File: src/rtl/assert_macros.svh
// assertion macros used by the top-level rtl file
// expects clk and rst_n in the scope that uses them
`ifndef ASSERT_MACROS_SVH
`define ASSERT_MACROS_SVH

// plain property sampled on the rising clock edge, off during reset
`define ASSERT_AT_CLK(label, prop, msg) \
    label: assert property (@(posedge clk) disable iff (!rst_n) (prop)) \
        else $error(msg);

// same-cycle implication sampled on the rising clock edge, off during reset
`define ASSERT_IMPLY(label, pre, post, msg) \
    label: assert property (@(posedge clk) disable iff (!rst_n) (pre) |-> (post)) \
        else $error(msg);

`endif

File: src/rtl/pljac_pkg.sv
// types, widths and constants of the pose/landmark jacobian pipeline
// no dependencies
package pljac_pkg;

    // field widths
    localparam int POS_W = 32;   // Q16.16 positions
    localparam int HDG_W = 31;   // Q3.28 heading
    localparam int OUT_W = 32;   // result fields
    localparam int DW    = 33;   // position differences
    localparam int XYW   = 33;   // cordic x / y datapath
    localparam int ZW    = 34;   // cordic angle datapath (Q4.30)
    localparam int PW    = OUT_W + DW;  // trig term times difference
    localparam int SW    = PW + 1;      // sum of two products

    // fixed point constants
    localparam longint ONE_Q30     = 64'sd1073741824;
    localparam longint PI_Q30      = 64'sd3373259426;
    localparam longint HALF_PI_Q30 = 64'sd1686629713;
    localparam longint GAIN_Q30    = 64'sd652032874;
    localparam longint ROUND_HALF  = 64'sd536870912;
    localparam int     FRAC_SHIFT  = 30;
    localparam int     ATAN_LEN    = 30;

    // state carried through the rotation stages
    typedef struct packed {
        logic signed [XYW-1:0] x;
        logic signed [XYW-1:0] y;
        logic signed [ZW-1:0]  z;
        logic                  flip;
        logic signed [DW-1:0]  dx;
        logic signed [DW-1:0]  dy;
    } cordic_t;

    // rounded arctangent of 2^-idx in Q4.30
    function automatic logic signed [ZW-1:0] atan_q30(input logic [4:0] idx);
        logic signed [ZW-1:0] val;
        unique case (idx)
            5'd0:    val = ZW'(64'sd843314857);
            5'd1:    val = ZW'(64'sd497837829);
            5'd2:    val = ZW'(64'sd263043837);
            5'd3:    val = ZW'(64'sd133525159);
            5'd4:    val = ZW'(64'sd67021687);
            5'd5:    val = ZW'(64'sd33543516);
            5'd6:    val = ZW'(64'sd16775851);
            5'd7:    val = ZW'(64'sd8388437);
            5'd8:    val = ZW'(64'sd4194283);
            5'd9:    val = ZW'(64'sd2097149);
            5'd10:   val = ZW'(64'sd1048576);
            5'd11:   val = ZW'(64'sd524288);
            5'd12:   val = ZW'(64'sd262144);
            5'd13:   val = ZW'(64'sd131072);
            5'd14:   val = ZW'(64'sd65536);
            5'd15:   val = ZW'(64'sd32768);
            5'd16:   val = ZW'(64'sd16384);
            5'd17:   val = ZW'(64'sd8192);
            5'd18:   val = ZW'(64'sd4096);
            5'd19:   val = ZW'(64'sd2048);
            5'd20:   val = ZW'(64'sd1024);
            5'd21:   val = ZW'(64'sd512);
            5'd22:   val = ZW'(64'sd256);
            5'd23:   val = ZW'(64'sd128);
            5'd24:   val = ZW'(64'sd64);
            5'd25:   val = ZW'(64'sd32);
            5'd26:   val = ZW'(64'sd16);
            5'd27:   val = ZW'(64'sd8);
            5'd28:   val = ZW'(64'sd4);
            5'd29:   val = ZW'(64'sd2);
            default: val = '0;
        endcase
        return val;
    endfunction

endpackage

File: src/rtl/pljac_cordic_stage.sv
// one registered rotation step of the sine/cosine cordic
// depends on pljac_pkg
module pljac_cordic_stage #(
    parameter int IDX = 0
) (
    input  logic                clk,
    input  logic                rst_n,
    input  pljac_pkg::cordic_t  data_in,
    input  logic                valid_in,
    output logic                ready_out,
    output pljac_pkg::cordic_t  data_out,
    output logic                valid_out,
    input  logic                ready_in
);
    import pljac_pkg::*;

    localparam logic signed [ZW-1:0] ATAN_K = atan_q30(5'(IDX));

    logic                  valid_reg;
    cordic_t               data_reg;
    cordic_t               data_next;
    logic signed [XYW-1:0] x_in;
    logic signed [XYW-1:0] y_in;
    logic signed [XYW-1:0] x_sh;
    logic signed [XYW-1:0] y_sh;

    // rotate toward zero residual angle
    always_comb
    begin
        x_in      = data_in.x;
        y_in      = data_in.y;
        x_sh      = x_in >>> IDX;
        y_sh      = y_in >>> IDX;
        data_next = data_in;
        if (!data_in.z[ZW-1])
        begin
            data_next.x = x_in - y_sh;
            data_next.y = y_in + x_sh;
            data_next.z = data_in.z - ATAN_K;
        end
        else
        begin
            data_next.x = x_in + y_sh;
            data_next.y = y_in - x_sh;
            data_next.z = data_in.z + ATAN_K;
        end
    end

    assign ready_out = !valid_reg || ready_in;

    // stage valid
    always_ff @(posedge clk or negedge rst_n)
    begin
        if (!rst_n)
            valid_reg <= 1'b0;
        else if (ready_out)
            valid_reg <= valid_in;
    end

    // stage payload
    always_ff @(posedge clk)
    begin
        if (ready_out && valid_in)
            data_reg <= data_next;
    end

    assign data_out  = data_reg;
    assign valid_out = valid_reg;

endmodule

File: config.mk
export PLATFORM = sky130hd
export DESIGN_NAME = pljac_cordic_stage
export DESIGN_NICKNAME = d
export VERILOG_FILES = /design/src/rtl/assert_macros.svh /design/src/rtl/pljac_pkg.sv /design/src/rtl/pljac_cordic_stage.sv
export SDC_FILE = /design/constraint.sdc
export NUM_CORES = 1
export LEC_CHECK = 0
export BUFFER_PORTS_ARGS = -buffer_cell sky130_fd_sc_hd__buf_2
export CAP_MARGIN = 20
export CORE_MARGIN = 2
export CORE_UTILIZATION = 49
export DETAILED_ROUTE_END_ITERATION = 10
export PLACE_DENSITY = 0.79
export RECOVER_POWER = 50
export SYNTH_ARGS = -nofsm -noshare
export SYNTH_HDL_FRONTEND = slang
export SYNTH_SLANG_ARGS = --single-unit
File: constraint.sdc
create_clock -name clk -period 4.6 [get_ports clk]
set_clock_uncertainty 0.15 [all_clocks]
set_input_delay 0.23 -clock clk [delete_from_list [all_inputs] [get_ports clk]]
set_output_delay 0.23 -clock clk [all_outputs]
set_load 0.005 [all_outputs]
Word level (Yosys, flattened, before mapping)
Index checks and enable logic that the tools add are counted.

Bits in registers: 168. Bits in latches: 0. Memory bits (writable): 0. ROM bits: 0. Input bits: 171. Output and inout port bits: 169. Logic and storage cells: 16. Memories: 0.

$add $sub $neg: 5. $mul: 0. Divide/modulo/power cells: 0. Magnitude comparators: 0. Equality and inequality tests: 0. Shifts and indexed selects: 0. Mux-type cells: 1. Bitwise operators: 0. Reduce and logical (&&, ||, !) cells: 3.

Operators by type and width (number): $mux 100 (1); $sub 33x33->33 (2); $add 34x31->34 const B (1); $sub 34x31->34 const B (1); $add 33x33->33 (1); $logic_and 1x1->1 (1); $logic_not 1->1 (1); $logic_or 1x1->1 (1).

Depth between registers and ports, before layout
Word-level depth: 3. Mapped depth: 15. Mapped depth without buffers: 13.

Least setup slack after synthesis
No wires, ideal clock.

Path type: register -> register. From: register valid_reg, in the netlist valid_out. To: register data_reg, in the netlist data_out[0] (enable). Library setup time: 0.546 ns. Arrival: 4.321 ns. Required time: 3.904 ns. Setup slack: -0.418 ns. Stages on the path, launching flop included: 3. Buffers on the path: 0. Period minus slack after synthesis: 5.018 ns. Path through: dfrtp_1 nand2b_1 and2_1.

Cells in the longest elaborated chain, start to end: 3.

RTL lines: start: declaration (line pljac_cordic_stage.sv:19) `logic valid_reg;`; start signal: assignment (line pljac_cordic_stage.sv:57) `valid_reg <= valid_in;`; $logic_not 1->1 (line pljac_cordic_stage.sv:49) `assign ready_out = !valid_reg || ready_in;`; $logic_or 1x1->1 (line pljac_cordic_stage.sv:49); net ready_out (line pljac_cordic_stage.sv:10) `output logic ready_out,`; $logic_and 1x1->1 (line pljac_cordic_stage.sv:63) `if (ready_out && valid_in)`; end signal: assignment (line pljac_cordic_stage.sv:64) `data_reg <= data_next;`; end: declaration (line pljac_cordic_stage.sv:20) `cordic_t data_reg;`.

The timed path passes the listed nets, and every way through them passes these cells. A chain may end at the register's enable or synchronous reset.

==> metrics.yaml <==
finish:
  final_core_util: 0.627
  drive_gt1_frac: 0.175
  area_growth_pct: 25.6
  nets: 1917
worst_setup_path:
  worstPathRequired_ns: 4.68
  criticalPathCategory: "in2reg"
  ff2ff_path_depth: 3
  cp-start-kind: "input pin"
  end_kind: "flip-flop"
  cp_max_fo: 77
  crit_arrival_ns: 3.87
power:
  intPower_uw: 3170
  clockPowerShare: 0.299
  pwr_density_cell_nw_per_um2: 311
  share_seq_of_total_power: 0.406
  ir_worst_vdd_uv: 217
  p_leak_uw: 0.00656
  power.switching_uw: 1570
  combPwrFrac: 0.295
  p_sw_frac: 0.331
synthesis:
  synthesis.nets: 1530
  synthMuxAreaShare: 0.0118
  ys_seq_area_frac: 0.412
  synth_compound_area_frac: 0.215
  avgSynthCellArea_um2: 9.91
  yosysWarnings: 0
  ys_seq_elements: 167
  synth_adder_area_share: 0.138
  async_flop_share: 0.00599
  synth_edf_count: 166
  synth_top_family_by_area: "compound AO/OA/AOI/OAI gates"
  yosys.area_share.simple: 0.104
  synth_top_area_frac: 0.410
  yosysTopAreaCell: "edfxtp_1"
  yosysUniqueCellTypes: 79
  netlist_top_cells_area: "edfxtp_1, ha_1, a21oi_1, xnor2_1, inv_1"
  synth_xor_area_frac: 0.0670
  syn-cell-area_um2: 12200
  synth_ff_type: "edfxtp_1"
  netlist_instances: 1227
floorplanning:
  die_height_um: 161
  die_w_um: 161
  placementRows: 57
  io_pins: 340
  core-area_um2: 24300
  fp.dieArea_um2: 26100
  start_util: 0.500
worst_hold_path:
  min_path_cells: 3
  hold_path_class: "in2reg"
sta:
  max_freq_mhz: 264
  setup_violations: 0
  finalCritPeriodShare: 0.823
  grt_setup_unrepaired: "no"
  finalSetupTns_ns: 0
  slew_violations: 78
  hold_ws_ns: 0.0617
  period_minus_slack_ns: 3.79
  setup_ws_ns: 0.814
  worst_pin_slew_ns: 3.34
  final-hold-violation-count: 0
  slew_headroom: -1.22
clock_network:
  numCtsBuffers: 17
  cts_setup_buffers: 0
  cts_sinks: 167
  cts_tree: "built"
  cts_root_buffer: "clkbuf_16"
  h-tree-depth: 4
  clkTransAtPathRegs_ns: 0.07
  clockBufferDepth: 2
  insertion_delay_ns: 0.43
  postCtsResizedCells: 0
grt:
  grt_usage: 0.285
  grt_pass1_vias: 10702
  grt_pass1_wl_um: 58100
  grt_overflow_total: 0
  grt_max_degree: 78
  antenna_found_initial: 1
place:
  gp_congestion: 0.959
  place_ws_ns: 0.610
  io_buffer_count: 339
  dpl.hpwl_um: 28900
status:
  violations: "max-capacitance violations, max-slew violations"
  outcome: "finished with violations"
drt:
  vias: 11144
  drt-total-wl_um: 38500
  antenna_left: 0
  drtIter0Drc: 889
  via_per_inst: 5.71
  drc: 0
  wl_per_cell_um: 19.7
  firstDrtPassIters: 5
flow_run:
  drv_cap: 1
layout make-up:
class                      instances  area (µm²)
multi-input combinational        901        6520
inverter                         111         417
clock inverter                    14         158
antenna                            1        2.50
sequential                       167        5010
timing repair buffer             416        2320
clock buffer                      17         425
fill                            2015        9060
tap                              324         405
synthesized netlist by cell type (9+ instances only):
library cell	instances
nand2b_1	18
o211ai_1	9
nor2b_1	15
o21bai_1	28
nor3_1	17
edfxtp_1	166
xor2_1	14
nor2_1	82
nand4_1	11
a21o_1	43
o31ai_1	14
nor4_1	10
clkbuf_1	30
o21a_1	9
xnor2_1	79
nand3_1	18
inv_1	105
ha_1	128
o21ai_0	65
nand2_1	49
a211oi_1	12
mux2i_1	11
o21ai_1	15
a21oi_1	144
per-stage QoR:
stage	power, µW	area, µm²	instances
after global routing	4940	15300	1951
final	4740	15300	1951
after global placement	3270	14100	1847
after detailed placement	3290	14100	1847
after CTS	4750	15400	1950
after floorplan	2800	12200	1227
path summary, 6_finish.rpt:
| kind | start | end | slack, ns |
|---|---|---|---|
| worst max-delay path | data_in[100] | data_out[123]$_DFFE_PP_ | 0.81 |
| worst min-delay path | data_in[134] | data_out[134]$_DFFE_PP_ | 0.06 |
| worst max register to register | valid_out$_DFFE_PN0N_ | data_out[143]$_DFFE_PP_ | 2.29 |
| worst min register to register | valid_out$_DFFE_PN0N_ | data_out[16]$_DFFE_PP_ | 0.92 |
| max in group asynchronous | rst_n | valid_out$_DFFE_PN0N_ | 3.69 |
| min in group asynchronous | rst_n | valid_out$_DFFE_PN0N_ | 0.50 |
kinds of logic (layout without fill, tap and decap cells):
| group | Yosys count | count (layout) |
|---|---|---|
| compound gates | 408 | 408 |
| other cells | 0 | 1 |
| simple gates | 255 | 255 |
| fa+ha+maj | 132 | 132 |
| flops | 167 | 167 |
| buf+inv | 159 | 558 |
| mux | 13 | 13 |
| xor+xnor | 93 | 93 |
critical path, stage by stage:
cell and delay, ns:
buf_4 0.31, clkbuf_1 2.39, o21ai_0 0.46, xnor2_1 0.41
state kept, by name, indices dropped and copies added (netlist names):
register	flops
data_out	166
valid_out	1
placed cells by master (no fill, tap or decap), types with 5 or more instances in the layout:
cell,synthesis,routed
a211oi_1,12,12
a21boi_0,5,5
a21o_1,43,43
a21oi_1,144,144
a221oi_1,5,5
a31oi_1,8,8
and2_1,6,5
and3_1,5,5
buf_2,7,220
clkbuf_1,30,118
clkbuf_16,0,17
clkinv_4,0,5
dlygate4sd3_1,0,72
edfxtp_1,166,166
ha_1,128,128
inv_1,105,104
inv_2,5,5
inv_8,0,5
mux2i_1,11,11
nand2_1,49,49
nand2b_1,18,18
nand3_1,18,18
nand4_1,11,11
nor2_1,82,82
nor2b_1,15,15
nor3_1,17,17
nor4_1,10,10
o211ai_1,9,9
o21a_1,9,9
o21ai_0,65,65
o21ai_1,15,15
o21bai_1,28,28
o31ai_1,14,14
or3_1,8,8
xnor2_1,79,79
xor2_1,14,14
repair_timing:
action	4_1_cts	5_1_grt
endpoints found under the setup margin	0	0
endpoints found under the hold margin	70	0
hold buffers	72	0
power groups by stage:
| stage | clock [µW] | combinational, µW | sequential, µW |
|---|---|---|---|
| after global placement | 0 | 1320 | 1950 |
| final | 1420 | 1400 | 1930 |
| after detailed placement | 0 | 1340 | 1960 |
| after CTS | 1430 | 1400 | 1920 |
| after global routing | 1490 | 1510 | 1940 |
| after floorplan | 0 | 828 | 1970 |
layer usage:
layer	up-vias	part of all wire	GRT usage
li1	5257	-	-
met1	5280	0.39	0.346
met2	527	0.51	0.511
met3	80	0.062	0.0313
met4	0	0.041	0.124
met5	-	0	0
(Power assumes the default switching activity.)
