`config.mk`:
```
export PLATFORM = sky130hd
export DESIGN_NAME = pljac_front
export DESIGN_NICKNAME = d
export VERILOG_FILES = /design/src/rtl/assert_macros.svh /design/src/rtl/pljac_pkg.sv /design/src/rtl/pljac_front.sv
export SDC_FILE = /design/constraint.sdc
export NUM_CORES = 1
export LEC_CHECK = 0
export BUFFER_PORTS_ARGS = -buffer_cell sky130_fd_sc_hd__buf_2
export CORE_ASPECT_RATIO = 1.25
export CORE_UTILIZATION = 30
export DETAILED_ROUTE_END_ITERATION = 10
export PLACE_DENSITY = 0.55
export REMOVE_ABC_BUFFERS = 1
export SLEW_MARGIN = 10
export SYNTH_ARGS = -nofsm -noshare
export SYNTH_HDL_FRONTEND = slang
export SYNTH_SLANG_ARGS = --single-unit
```
`constraint.sdc`:
```
create_clock -name clk -period 7.05 [get_ports clk]
set_input_delay 1.0575 -clock clk [delete_from_list [all_inputs] [get_ports clk]]
set_output_delay 1.0575 -clock clk [all_outputs]
set_load 0.005 [all_outputs]
```
`src/rtl/assert_macros.svh`:
```
// assertion macros used by the top-level rtl file
// expects clk and rst_n in the scope that uses them
`ifndef ASSERT_MACROS_SVH
`define ASSERT_MACROS_SVH

// plain property sampled on the rising clock edge, off during reset
`define ASSERT_AT_CLK(label, prop, msg) \
    label: assert property (@(posedge clk) disable iff (!rst_n) (prop)) \
        else $error(msg);

// same-cycle implication sampled on the rising clock edge, off during reset
`define ASSERT_IMPLY(label, pre, post, msg) \
    label: assert property (@(posedge clk) disable iff (!rst_n) (pre) |-> (post)) \
        else $error(msg);

`endif

```
`src/rtl/pljac_pkg.sv`:
```
// types, widths and constants of the pose/landmark jacobian pipeline
// no dependencies
package pljac_pkg;

    // field widths
    localparam int POS_W = 32;   // Q16.16 positions
    localparam int HDG_W = 31;   // Q3.28 heading
    localparam int OUT_W = 32;   // result fields
    localparam int DW    = 33;   // position differences
    localparam int XYW   = 33;   // cordic x / y datapath
    localparam int ZW    = 34;   // cordic angle datapath (Q4.30)
    localparam int PW    = OUT_W + DW;  // trig term times difference
    localparam int SW    = PW + 1;      // sum of two products

    // fixed point constants
    localparam longint ONE_Q30     = 64'sd1073741824;
    localparam longint PI_Q30      = 64'sd3373259426;
    localparam longint HALF_PI_Q30 = 64'sd1686629713;
    localparam longint GAIN_Q30    = 64'sd652032874;
    localparam longint ROUND_HALF  = 64'sd536870912;
    localparam int     FRAC_SHIFT  = 30;
    localparam int     ATAN_LEN    = 30;

    // state carried through the rotation stages
    typedef struct packed {
        logic signed [XYW-1:0] x;
        logic signed [XYW-1:0] y;
        logic signed [ZW-1:0]  z;
        logic                  flip;
        logic signed [DW-1:0]  dx;
        logic signed [DW-1:0]  dy;
    } cordic_t;

    // rounded arctangent of 2^-idx in Q4.30
    function automatic logic signed [ZW-1:0] atan_q30(input logic [4:0] idx);
        logic signed [ZW-1:0] val;
        unique case (idx)
            5'd0:    val = ZW'(64'sd843314857);
            5'd1:    val = ZW'(64'sd497837829);
            5'd2:    val = ZW'(64'sd263043837);
            5'd3:    val = ZW'(64'sd133525159);
            5'd4:    val = ZW'(64'sd67021687);
            5'd5:    val = ZW'(64'sd33543516);
            5'd6:    val = ZW'(64'sd16775851);
            5'd7:    val = ZW'(64'sd8388437);
            5'd8:    val = ZW'(64'sd4194283);
            5'd9:    val = ZW'(64'sd2097149);
            5'd10:   val = ZW'(64'sd1048576);
            5'd11:   val = ZW'(64'sd524288);
            5'd12:   val = ZW'(64'sd262144);
            5'd13:   val = ZW'(64'sd131072);
            5'd14:   val = ZW'(64'sd65536);
            5'd15:   val = ZW'(64'sd32768);
            5'd16:   val = ZW'(64'sd16384);
            5'd17:   val = ZW'(64'sd8192);
            5'd18:   val = ZW'(64'sd4096);
            5'd19:   val = ZW'(64'sd2048);
            5'd20:   val = ZW'(64'sd1024);
            5'd21:   val = ZW'(64'sd512);
            5'd22:   val = ZW'(64'sd256);
            5'd23:   val = ZW'(64'sd128);
            5'd24:   val = ZW'(64'sd64);
            5'd25:   val = ZW'(64'sd32);
            5'd26:   val = ZW'(64'sd16);
            5'd27:   val = ZW'(64'sd8);
            5'd28:   val = ZW'(64'sd4);
            5'd29:   val = ZW'(64'sd2);
            default: val = '0;
        endcase
        return val;
    endfunction

endpackage

```
`src/rtl/pljac_front.sv`:
```
// input stage: half-turn fold of the heading and position differences
// depends on pljac_pkg
module pljac_front (
    input  logic                                clk,
    input  logic                                rst_n,
    input  logic                                valid_in,
    output logic                                ready_out,
    input  logic signed [pljac_pkg::POS_W-1:0]  pose_x,
    input  logic signed [pljac_pkg::POS_W-1:0]  pose_y,
    input  logic signed [pljac_pkg::HDG_W-1:0]  pose_heading,
    input  logic signed [pljac_pkg::POS_W-1:0]  point_x,
    input  logic signed [pljac_pkg::POS_W-1:0]  point_y,
    output pljac_pkg::cordic_t                  data_out,
    output logic                                valid_out,
    input  logic                                ready_in
);
    import pljac_pkg::*;

    localparam logic signed [ZW-1:0] HALF_PI_Z = ZW'(HALF_PI_Q30);
    localparam logic signed [ZW-1:0] PI_Z      = ZW'(PI_Q30);

    logic                 valid_reg;
    cordic_t              data_reg;
    cordic_t              data_next;
    logic signed [ZW-1:0] z_ext;
    logic signed [ZW-1:0] z_q30;

    // heading to Q4.30, fold into the right half plane
    always_comb
    begin
        z_ext          = ZW'(pose_heading);
        z_q30          = z_ext <<< 2;
        data_next.x    = XYW'(GAIN_Q30);
        data_next.y    = '0;
        data_next.dx   = DW'(point_x) - DW'(pose_x);
        data_next.dy   = DW'(point_y) - DW'(pose_y);
        priority if (z_q30 > HALF_PI_Z)
        begin
            data_next.z    = z_q30 - PI_Z;
            data_next.flip = 1'b1;
        end
        else if (z_q30 < -HALF_PI_Z)
        begin
            data_next.z    = z_q30 + PI_Z;
            data_next.flip = 1'b1;
        end
        else
        begin
            data_next.z    = z_q30;
            data_next.flip = 1'b0;
        end
    end

    assign ready_out = !valid_reg || ready_in;

    // stage valid
    always_ff @(posedge clk or negedge rst_n)
    begin
        if (!rst_n)
            valid_reg <= 1'b0;
        else if (ready_out)
            valid_reg <= valid_in;
    end

    // stage payload
    always_ff @(posedge clk)
    begin
        if (ready_out && valid_in)
            data_reg <= data_next;
    end

    assign data_out  = data_reg;
    assign valid_out = valid_reg;

endmodule

```
=== Yosys cells after proc, flatten, opt, wreduce, memory -nomap -nowiden ===
Index checks and enable logic that the tools add are counted.
W data, S select, Z words.

* Add/subtract/negate cells: 4
* $lt $le $gt $ge: 2
* Muxes and demuxes: 2
* Reduce and logical (&&, ||, !) cells: 3

{| class="wikitable"
|+ Operators with widths
! operator !! count
|-
| $mux W35 || 2
|-
| $sub A32 B32 Y33 || 2
|-
| $add A33 B33 Y34 const B || 1
|-
| $sub A33 B33 Y34 const B || 1
|-
| $gt A33 B32 Y1 const B || 1
|-
| $lt A33 B32 Y1 const B || 1
|-
| $logic_and A1 B1 Y1 || 1
|-
| $logic_not A1 Y1 || 1
|-
| $logic_or A1 B1 Y1 || 1
|}

* Register bits after elaboration: 102
* Bits of input ports: 163
* Output and inout bits: 169
* Word-level logic and storage cells: 16

=== Logic depth before layout (Yosys ltp) ===
Gate-level depths: netlist of run 1.

* Depth in word-level cells: 3
* Mapped depth: 11
* Depth with buffers taken out: 11

=== Worst setup path before layout of run 1 ===
OpenSTA, ideal clock, no wires.

* Kind: input to register
* Start: input port ready_in
* End: register data_reg (netlist bit data_out[0]), enable pin
* Library setup time: 0.469 ns
* Arrival: 3.517 ns
* Data required time: 6.581 ns
* Slack: 3.064 ns
* Stages on the path: 2
* Path buffers: 0
* Cell sequence: nand2b_1 -> and2_1

* Word-level cells in the longest chain between the ends: 2

{| class="wikitable"
|+ Ends and longest elaborated chain
! item !! line !! source
|-
| start: declaration || pljac_front.sv:15 || <nowiki>input logic ready_in</nowiki>
|-
| $logic_or A1 B1 Y1 || pljac_front.sv:54 || <nowiki>assign ready_out = !valid_reg || ready_in;</nowiki>
|-
| $logic_and A1 B1 Y1 || pljac_front.sv:68 || <nowiki>if (ready_out && valid_in)</nowiki>
|-
| end signal: assignment || pljac_front.sv:69 || <nowiki>data_reg <= data_next;</nowiki>
|-
| end: declaration || pljac_front.sv:23 || <nowiki>cordic_t data_reg;</nowiki>
|}

No other way between the ends.
A chain may end at the register's enable or synchronous reset.

==> results.md, run 1 <==
* Final Cycle Share at 53.0%
* First-pass GRT wire length at 35.8 mm
* Die ar. at 28,500 um^2
* Wire per inst at 15.6 um
* Initial Util at 30.8%
* Synth Instances at 904
* Dpl ws at 2.92 ns
* Min-Delay Path Class: in -> async
* Most area-consuming cells after synthesis: edfxtp_1 36%, ha_1 10%, buf_4 6.1%
* Clock Path Buffers at 2
* Commonest non-fill, non-tap cell in the layout: buf_2
* Post-synth EDFFs at 99
* Slew @ Worst Pin at 0.764 ns
* Slew Limit Fails at 0
* Layout area overhead at 20.9%
* Seq/Total Area, Yosys at 35.9%
* # resized after CTS at 0
* DR pass1 iterations at 5
* Synth Area per Inst at 9.23 um^2
* Hold_buf cts at 0
* Die Span Y at 188 um
* First DRT Iteration DRCs at 265
* Chip width at 151 um
* Ys Warns at 0
* Worst Path Class, Setup: in -> reg
* Worst Reg2Reg Path Length in Cells at 3
* Core area at 27,100 um^2
* Highest clock rate at 268 MHz
* Total power draw at 1910 uW
* Worst Path Arrival at 3.85 ns
* Synth cell types at 68
* Clk sink count at 100
* Hold_ws at 0.459 ns
* Grt total ovfl at 0
* Post-route setup slack at 3.31 ns
* Root Driver: clkbuf_16
* Critical Path RT at 7.17 ns
* Worst-path fanout max at 4
* Max_slew headroom at 49.1%
* Worst setup EP type: flip-flop
* # fillers at 2,786
* Final GP Congestion at 0.869
* Largest net degree at the start of global routing at 53
* Yosys top cell area share at 35.6%
* Synth area leader: edfxtp_1
* Synthesized flop and latch total at 100
* Initial antenna violation count at 3
* Most frequent cells in the layout: 264 x buf_2, 99 x edfxtp_1, 87 x inv_1, 68 x ha_1, 67 x conb_1
* Max H-tree Level at 3
* Reg2reg start: valid_out
* Vias at 7,220
* Core Rows at 67
* Tmin final at 3.74 ns
* CTS tree: built
* Post-Route Setup TNS at 0 ns
* Worst-path clk slew at 0.07 ns
* Core Util, Final at 37.2%
* Maximum vdd drop at 0.118 mV
* Ys flop type: edfxtp_1
* Setup Skew at 0.00450 ns
* Max Cap Viol at 0
* Vias in the first global route at 7,020
* Crit path launch type: input pin
* # IOs at 332
* Total detailed-routing wirelength at 23.4 mm
* Port buffer count at 264
* Reg2reg end: data_out[80]
* Detailed Place HPWL at 19.0 mm
* RSZ-0062 raised after global routing: false
* Cell area after synthesis at 8340 um^2
* Final Net Count at 1,382
* Fraction of layout cells with a size suffix above 1 at 24.9%
* Routed Antenna Nets at 0
* Ys async rst share at 1.00%
* GRT Overall Usage at 16.5%
* PD cells at 189 nW/um^2
* Drc violations at 0
* R2r setup slk at 4.86 ns
* Vias/cell at 4.81
* CTS Buf Count at 9
* Clk_lat worst skew at 0.36 ns
* P_leak at 0.00475 uW
* Status: finished, final reports clean
* Hold Vio Cnt, Final at 0
* # Post-CTS Setup Buffers at 0
* Final setup fails at 0
## flip-flops by register name, indices dropped and copies added, names as in the netlist
signal,cells
data_out,99
valid_out,1
## worst max-delay path, cell delays in order
cell      delay (ns)
buf_2           0.10
ha_1            0.21
fa_1            0.40
nand2b_1        0.19
a21oi_1         0.22
o41a_1          0.27
a22o_1          0.22
a21oi_1         0.10
a311o_1         0.32
or4b_1          0.54
a41o_1          0.22
## logic make-up after synthesis
family          share of synthesized area, %
simple gates                            13.1
compound gates                          20.0
other cells                           0.0900
buf+inv                                 11.4
mux                                    0.120
flops                                   35.9
fa+ha+maj                               10.7
xor+xnor                                8.71
## synth_stat cells (all sizes together), types with 26 or more instances
master / count
o21ai: 41
inv: 87
a21o: 38
edfxtp: 99
xnor2: 47
a21oi: 59
xor2: 36
ha: 68
nand2: 53
nor2: 53
buf: 71
clkbuf: 26
## metrics by stage
| stage | area (um^2) | std cells |
|---|---|---|
| floorplan | 7970 | 872 |
| global placement | 9740 | 1483 |
| detailed placement | 9740 | 1483 |
| CTS | 10100 | 1499 |
| global route | 10100 | 1501 |
| finish | 10100 | 1501 |
## report_power, final
part	switching, uW	internal [uW]	leakage, uW
clock	235	358	0.000167
sequential	16.0	744	0.000953
combinational	315	240	0.00363
total	566	1340	0.00475
## metal layers
layer	global-route usage [%]	wire, um	up-vias
met3	2.15	1490	31
met2	30.0	12000	317
met1	18.6	9290	3268
li1	-	-	3604
met4	8.19	655	0
met5	0	0	-
## layout make-up
cell class                      instances  area (um^2)  share of cell area, %
Multi-Input combinational cell        685         4640                   46.0
Sequential cell                       100         3000                   29.7
Timing Repair Buffer                  266         1340                   13.2
Tap cell                              345          432                   4.28
Inverter                               87          327                   3.24
Clock buffer                           12          246                   2.44
Clock inverter                          4         98.8                  0.980
Antenna cell                            2         5.00                 0.0496
## worst max-delay path by stage
| stage | cells past startpoint | startpoint | slack (ns) | end |
|---|---|---|---|---|
| final | 11 | pose_x[0] | 3.31 | data_out[65] |
| after global routing | 11 | pose_y[7] | 3.08 | data_out[31] |
| after CTS | 11 | pose_x[0] | 3.31 | data_out[65] |
| after detailed placement | 11 | pose_x[0] | 2.92 | data_out[65] |
| after global placement | 11 | pose_y[8] | 2.97 | data_out[31] |
| after floorplan | 2 | ready_in | 3.06 | data_out[0] |
(Power assumes the default switching activity.)
==> inputs of run 2 (changes only) <==
--- a/config.mk
+++ b/config.mk
@@ -9,7 +9,7 @@
 export CORE_ASPECT_RATIO = 1.25
 export CORE_UTILIZATION = 30
 export DETAILED_ROUTE_END_ITERATION = 10
-export PLACE_DENSITY = 0.55
+export PLACE_DENSITY = 0.57
 export REMOVE_ABC_BUFFERS = 1
 export SLEW_MARGIN = 10
 export SYNTH_ARGS = -nofsm -noshare
==> constraint.sdc (replaced) <==
create_clock -name clk -period 3.1 [get_ports clk]
set_input_delay 0.465 -clock clk [delete_from_list [all_inputs] [get_ports clk]]
set_output_delay 0.465 -clock clk [all_outputs]
set_load 0.005 [all_outputs]
==> results.md, run 2 (synthesis gave the netlist of run 1 again) <==
* Worst-path clk slew at 0.07 ns
* Slew @ Worst Pin at 0.664 ns
* Vias/cell at 4.82
* Max H-tree Level at 3
* Slew Limit Fails at 0
* Drc violations at 0
* Max Cap Viol at 0
* CTS tree: built
* Wire per inst at 15.0 um
* Initial antenna violation count at 3
* Detailed Place HPWL at 19.1 mm
* Min-Delay Path Class: in -> reg
* Crit path launch: pose_x[0]
* Grt total ovfl at 0
* Final GP Congestion at 0.861
* Footprint of the multi-input gates at 4670 um^2
* DR pass1 iterations at 7
* First-pass GRT wire length at 36.1 mm
* Commonest non-fill, non-tap cell in the layout: buf_2
* Die Span Y at 188 um
* Max FFs per register at 99
* Critical Path Max Stage Delay at 0.53 ns
* Clk sink count at 100
* Final setup fails at 0
* Crit path max-delay family: compound AO/OA/AOI/OAI gates
* Hold Vio Cnt, Final at 0
* Clock Path Buffers at 2
* Maximum vdd drop at 0.231 mV
* GRT Overall Usage at 16.4%
* # IOs at 332
* Port buffer count at 264
* Highest clock rate at 335 MHz
* Core area at 27,100 um^2
* Root Driver: clkbuf_16
* Routed Antenna Nets at 0
* Placed Instances at 1,544
* Final Net Count at 1,447
* RSZ-0062 raised after global routing: false
* Dpl ws at -0.415 ns
* Total detailed-routing wirelength at 23.4 mm
* Reg2reg start: valid_out
* Crit path launch type: input pin
* Crit-path cells: buf_2 -> ha_1 -> fa_2 -> nand2b_4 -> a21oi_2 -> o41a_1 -> a22o_1 -> a21oi_2 -> a311o_1 -> or4b_1 -> a41o_1
* Worst setup EP type: flip-flop
* Core Util, Final at 39.1%
* Slowest CP cell: or4b_1
* WP buf/inv at 1
* # fillers at 2,809
* Tmin final at 2.99 ns
* Post-route setup slack at 0.113 ns
* Final Cycle Share at 96.3%
* Status: finished, final reports clean
* Worst Path Arrival at 3.10 ns
* Fraction of layout cells with a size suffix above 1 at 29.2%
* Vias at 7,550
* Worst-path fanout max at 3
* Largest net degree at the start of global routing at 100
* Vias in the first global route at 7,234
* First DRT Iteration DRCs at 298
* Layout area overhead at 26.9%
* Storage cell area at 3000 um^2
* Max_slew headroom at 55.1%
* Setup Skew at 0.00661 ns
* Critical Path RT at 3.21 ns
* Initial Util at 30.8%
* CTS Buf Count at 9
* Layout Cells excl Fill at 1,566
* Die ar. at 28,500 um^2
* Most frequent cells in the layout: 264 x buf_2, 99 x edfxtp_1, 87 x inv_1, 68 x ha_1, 67 x conb_1
* Crit-path most repeated cell: a21oi_2
* Chip width at 151 um
* Worst hold start: valid_in
* Clk_lat worst skew at 0.35 ns
* Worst Path Class, Setup: in -> reg
* Core Rows at 67
* PD cells at 410 nW/um^2
* P_leak at 0.00505 uW
## run 2: power breakdown
group          switching (uW)  internal, uW
Combinational             740           633
Clock                     539           704
Sequential               34.2          1690
Total                    1310          3030
## run 2: metal layers
| metal | share of wire, % | global-route usage, % | wire length, um | vias up |
|---|---|---|---|---|
| met1 | 39 | 18.0 | 9170 | 3485 |
| li1 | - | - | - | 3731 |
| met2 | 52 | 30.8 | 12300 | 306 |
| met3 | 7.0 | 3.08 | 1630 | 26 |
| met5 | 0.034 | 0 | 8 | - |
| met4 | 1.5 | 5.27 | 361 | 2 |
## run 2: metrics by stage
stage                     TNS [ns]  hold WS [ns]  area [um^2]  power [uW]
after floorplan             -29.08         0.169         7970        2540
after global placement       -1.26         0.241        10200        3110
after detailed placement     -1.46         0.241        10200        3120
after CTS                        0         0.304        10500        4400
after global routing             0         0.313        10600        4600
final                            0         0.326        10600        4340
## run 2: cell type report
cell class	instances	share of cell area (%)
tap	345	4.08
sequential	100	28.3
clock inverter	6	0.827
clock buffer	9	2.13
multi-input combinational	685	44.1
antenna	3	0.0709
inverter	87	3.09
timing repair buffer	331	17.4
## run 2: final timing paths
check	to	slack (ns)	cells past startpoint
max	data_out[65]	0.11	11
min reg2reg	valid_out	0.55	2
min	valid_out	0.33	2
min in group asynchronous	valid_out	0.41	2
max reg2reg	data_out[4]	1.54	3
max in group asynchronous	valid_out	2.61	2
## run 2: repair_timing
action,CTS,global route
setup endpoints to repair,1,3
hold buffers,1,0
resized for setup,0,6
setup buffers,1,2
hold endpoints to repair,1,0
pin swaps,1,3
==> inputs of run 3 (changes only) <==
--- a/config.mk
+++ b/config.mk
@@ -7,9 +7,9 @@
 export LEC_CHECK = 0
 export BUFFER_PORTS_ARGS = -buffer_cell sky130_fd_sc_hd__buf_2
 export CORE_ASPECT_RATIO = 1.25
-export CORE_UTILIZATION = 30
+export CORE_UTILIZATION = 45
 export DETAILED_ROUTE_END_ITERATION = 10
-export PLACE_DENSITY = 0.57
+export PLACE_DENSITY = 0.79
 export REMOVE_ABC_BUFFERS = 1
 export SLEW_MARGIN = 10
 export SYNTH_ARGS = -nofsm -noshare
==> results.md, run 3 (synthesis gave the netlist of run 1 again) <==
* Status: finished, final reports clean
* Setup Skew at 0.00765 ns
* # IOs at 332
* Cells on Worst Hold Path at 2
* Final Cell Area at 10,400 um^2
* Vias at 7,586
* DR pass1 iterations at 5
* Reg2reg start: valid_out
* Wire per inst at 14.8 um
* Maximum vdd drop at 0.295 mV
* Detailed Place HPWL at 16.8 mm
* Root Driver: clkbuf_16
* Worst hold start: valid_in
* Dpl ws at -0.376 ns
* PD cells at 416 nW/um^2
* Port buffer count at 264
* Initial Util at 46.1%
* Max Cap Viol at 0
* Core area at 18,100 um^2
* Slew @ Worst Pin at 0.619 ns
* Largest net degree at the start of global routing at 100
* Placed inst area at 9990 um^2
* Reg2reg end: data_out[33]
* Critical Path RT at 3.20 ns
* First DRT Iteration DRCs at 339
* Commonest non-fill, non-tap cell in the layout: buf_2
* Total detailed-routing wirelength at 21.3 mm
* CTS Buf Count at 9
* Drc violations at 0
* R2r setup slk at 1.59 ns
* Most frequent cells in the layout: 264 x buf_2, 99 x edfxtp_1, 87 x inv_1, 68 x ha_1, 67 x conb_1
* Final setup fails at 0
* Crit-path cells: buf_2 -> ha_1 -> fa_2 -> nand2b_4 -> a21oi_4 -> o41a_1 -> a22o_1 -> a21oi_1 -> a311o_1 -> or4b_1 -> a41o_1
* Post-route setup slack at 0.0459 ns
* CTS tree: built
* Vias/cell at 5.26
* Worst setup EP type: flip-flop
* Routed Antenna Nets at 0
* Core Util, Final at 57.3%
* Chip width at 124 um
* Fraction of layout cells with a size suffix above 1 at 28.5%
* RSZ-0062 raised after global routing: true
* Core Rows at 55
* Tmin final at 3.05 ns
* GRT Overall Usage at 21.3%
* Crit path launch: pose_x[0]
* Worst Path Class, Setup: in -> reg
* Hold_ws at 0.332 ns
* Final GP Congestion at 0.880
* Vias in the first global route at 7,088
* Critical Path Max Stage Delay at 0.53 ns
* Final Net Count at 1,436
* Grt total ovfl at 0
* Max H-tree Level at 3
* Worst Reg2Reg Path Length in Cells at 3
* Crit path launch type: input pin
* Clk sink count at 100
* Die ar. at 19,100 um^2
* First-pass GRT wire length at 31.9 mm
* Min-Delay Path Class: in -> reg
* Worst Path Arrival at 3.16 ns
* Highest clock rate at 327 MHz
* Max_slew headroom at 58.1%
* Hold Path End: valid_out
* Clock Path Buffers at 2
* Slowest CP cell: or4b_1
* Layout area overhead at 24.3%
* Die Span Y at 154 um
* Final Cycle Share at 98.5%
* Worst-path clk slew at 0.07 ns
* Slew Limit Fails at 0
* Initial antenna violation count at 6
* Worst-path fanout max at 3
* Max FFs per register at 99
* P_leak at 0.00501 uW
* Hold Vio Cnt, Final at 0
* Clk_lat worst skew at 0.35 ns
run 3: cell count changes in the layout (fill, tap and decap cells not counted), sizes merged:
cell / previous run / this run
inv: 88 / 87
clkbuf: 9 / 12
diode: 3 / 5
buf: 330 / 319
clkinv: 1 / 0
run 3: layout make-up:
cell class	instances	area, um^2
Sequential cell	100	3000
Clock inverter	4	75.1
Tap cell	228	285
Multi-Input combinational cell	685	4670
Timing Repair Buffer	320	1760
Clock buffer	12	246
Inverter	87	327
Fill cell	1617	7730
Antenna cell	5	12.5
run 3: worst max-delay path, delay by kind of cell:
family,cells,cell delay (ns)
buffers and inverters,1,0.10
adder cells (fa/ha/maj),2,0.59
AO/OA/AOI/OAI,6,1.31
AND/OR/NAND/NOR,2,0.69
run 3: power by group:
part	switching (uW)	leakage (uW)	internal (uW)
Sequential	36.4	0.000953	1690
Clock	506	0.000149	731
Combinational	728	0.00390	620
Total	1270	0.00501	3040
run 3: how the worst max path moves through the flow:
stage	to	slack, ns	depth (start not counted)
5_1_grt	data_out[65]	-0.03	12
4_1_cts	data_out[65]	0.03	11
3_5_place_dp	data_out[65]	-0.38	11
2_1_floorplan	data_out[0]	-0.29	2
6_report	data_out[65]	0.05	11
3_3_place_gp	data_out[65]	-0.34	11
run 3: what timing repair did:
item                                    4_1_cts  5_1_grt
pin swaps                                     1        4
endpoints found under the setup margin        1        3
hold buffers                                  1        0
setup buffers                                 1        0
hold endpoints to repair                      1        0
resized for setup                             0        5
run 3: layer usage:
layer	global-route usage, %	part of all wire (%)	up-vias
met4	10.7	3.6	2
met1	21.3	36	3503
met5	0	0.061	-
met2	40.8	54	316
li1	-	-	3713
met3	3.95	6.6	52
run 3: per-stage QoR:
step | setup TNS, ns | cells | power (uW)
floorplan | -29.08 | 872 | 2540
global placement | -0.716 | 1418 | 3060
detailed placement | -0.978 | 1418 | 3090
CTS | 0 | 1436 | 4340
global route | -0.0329 | 1438 | 4540
finish | 0 | 1441 | 4310
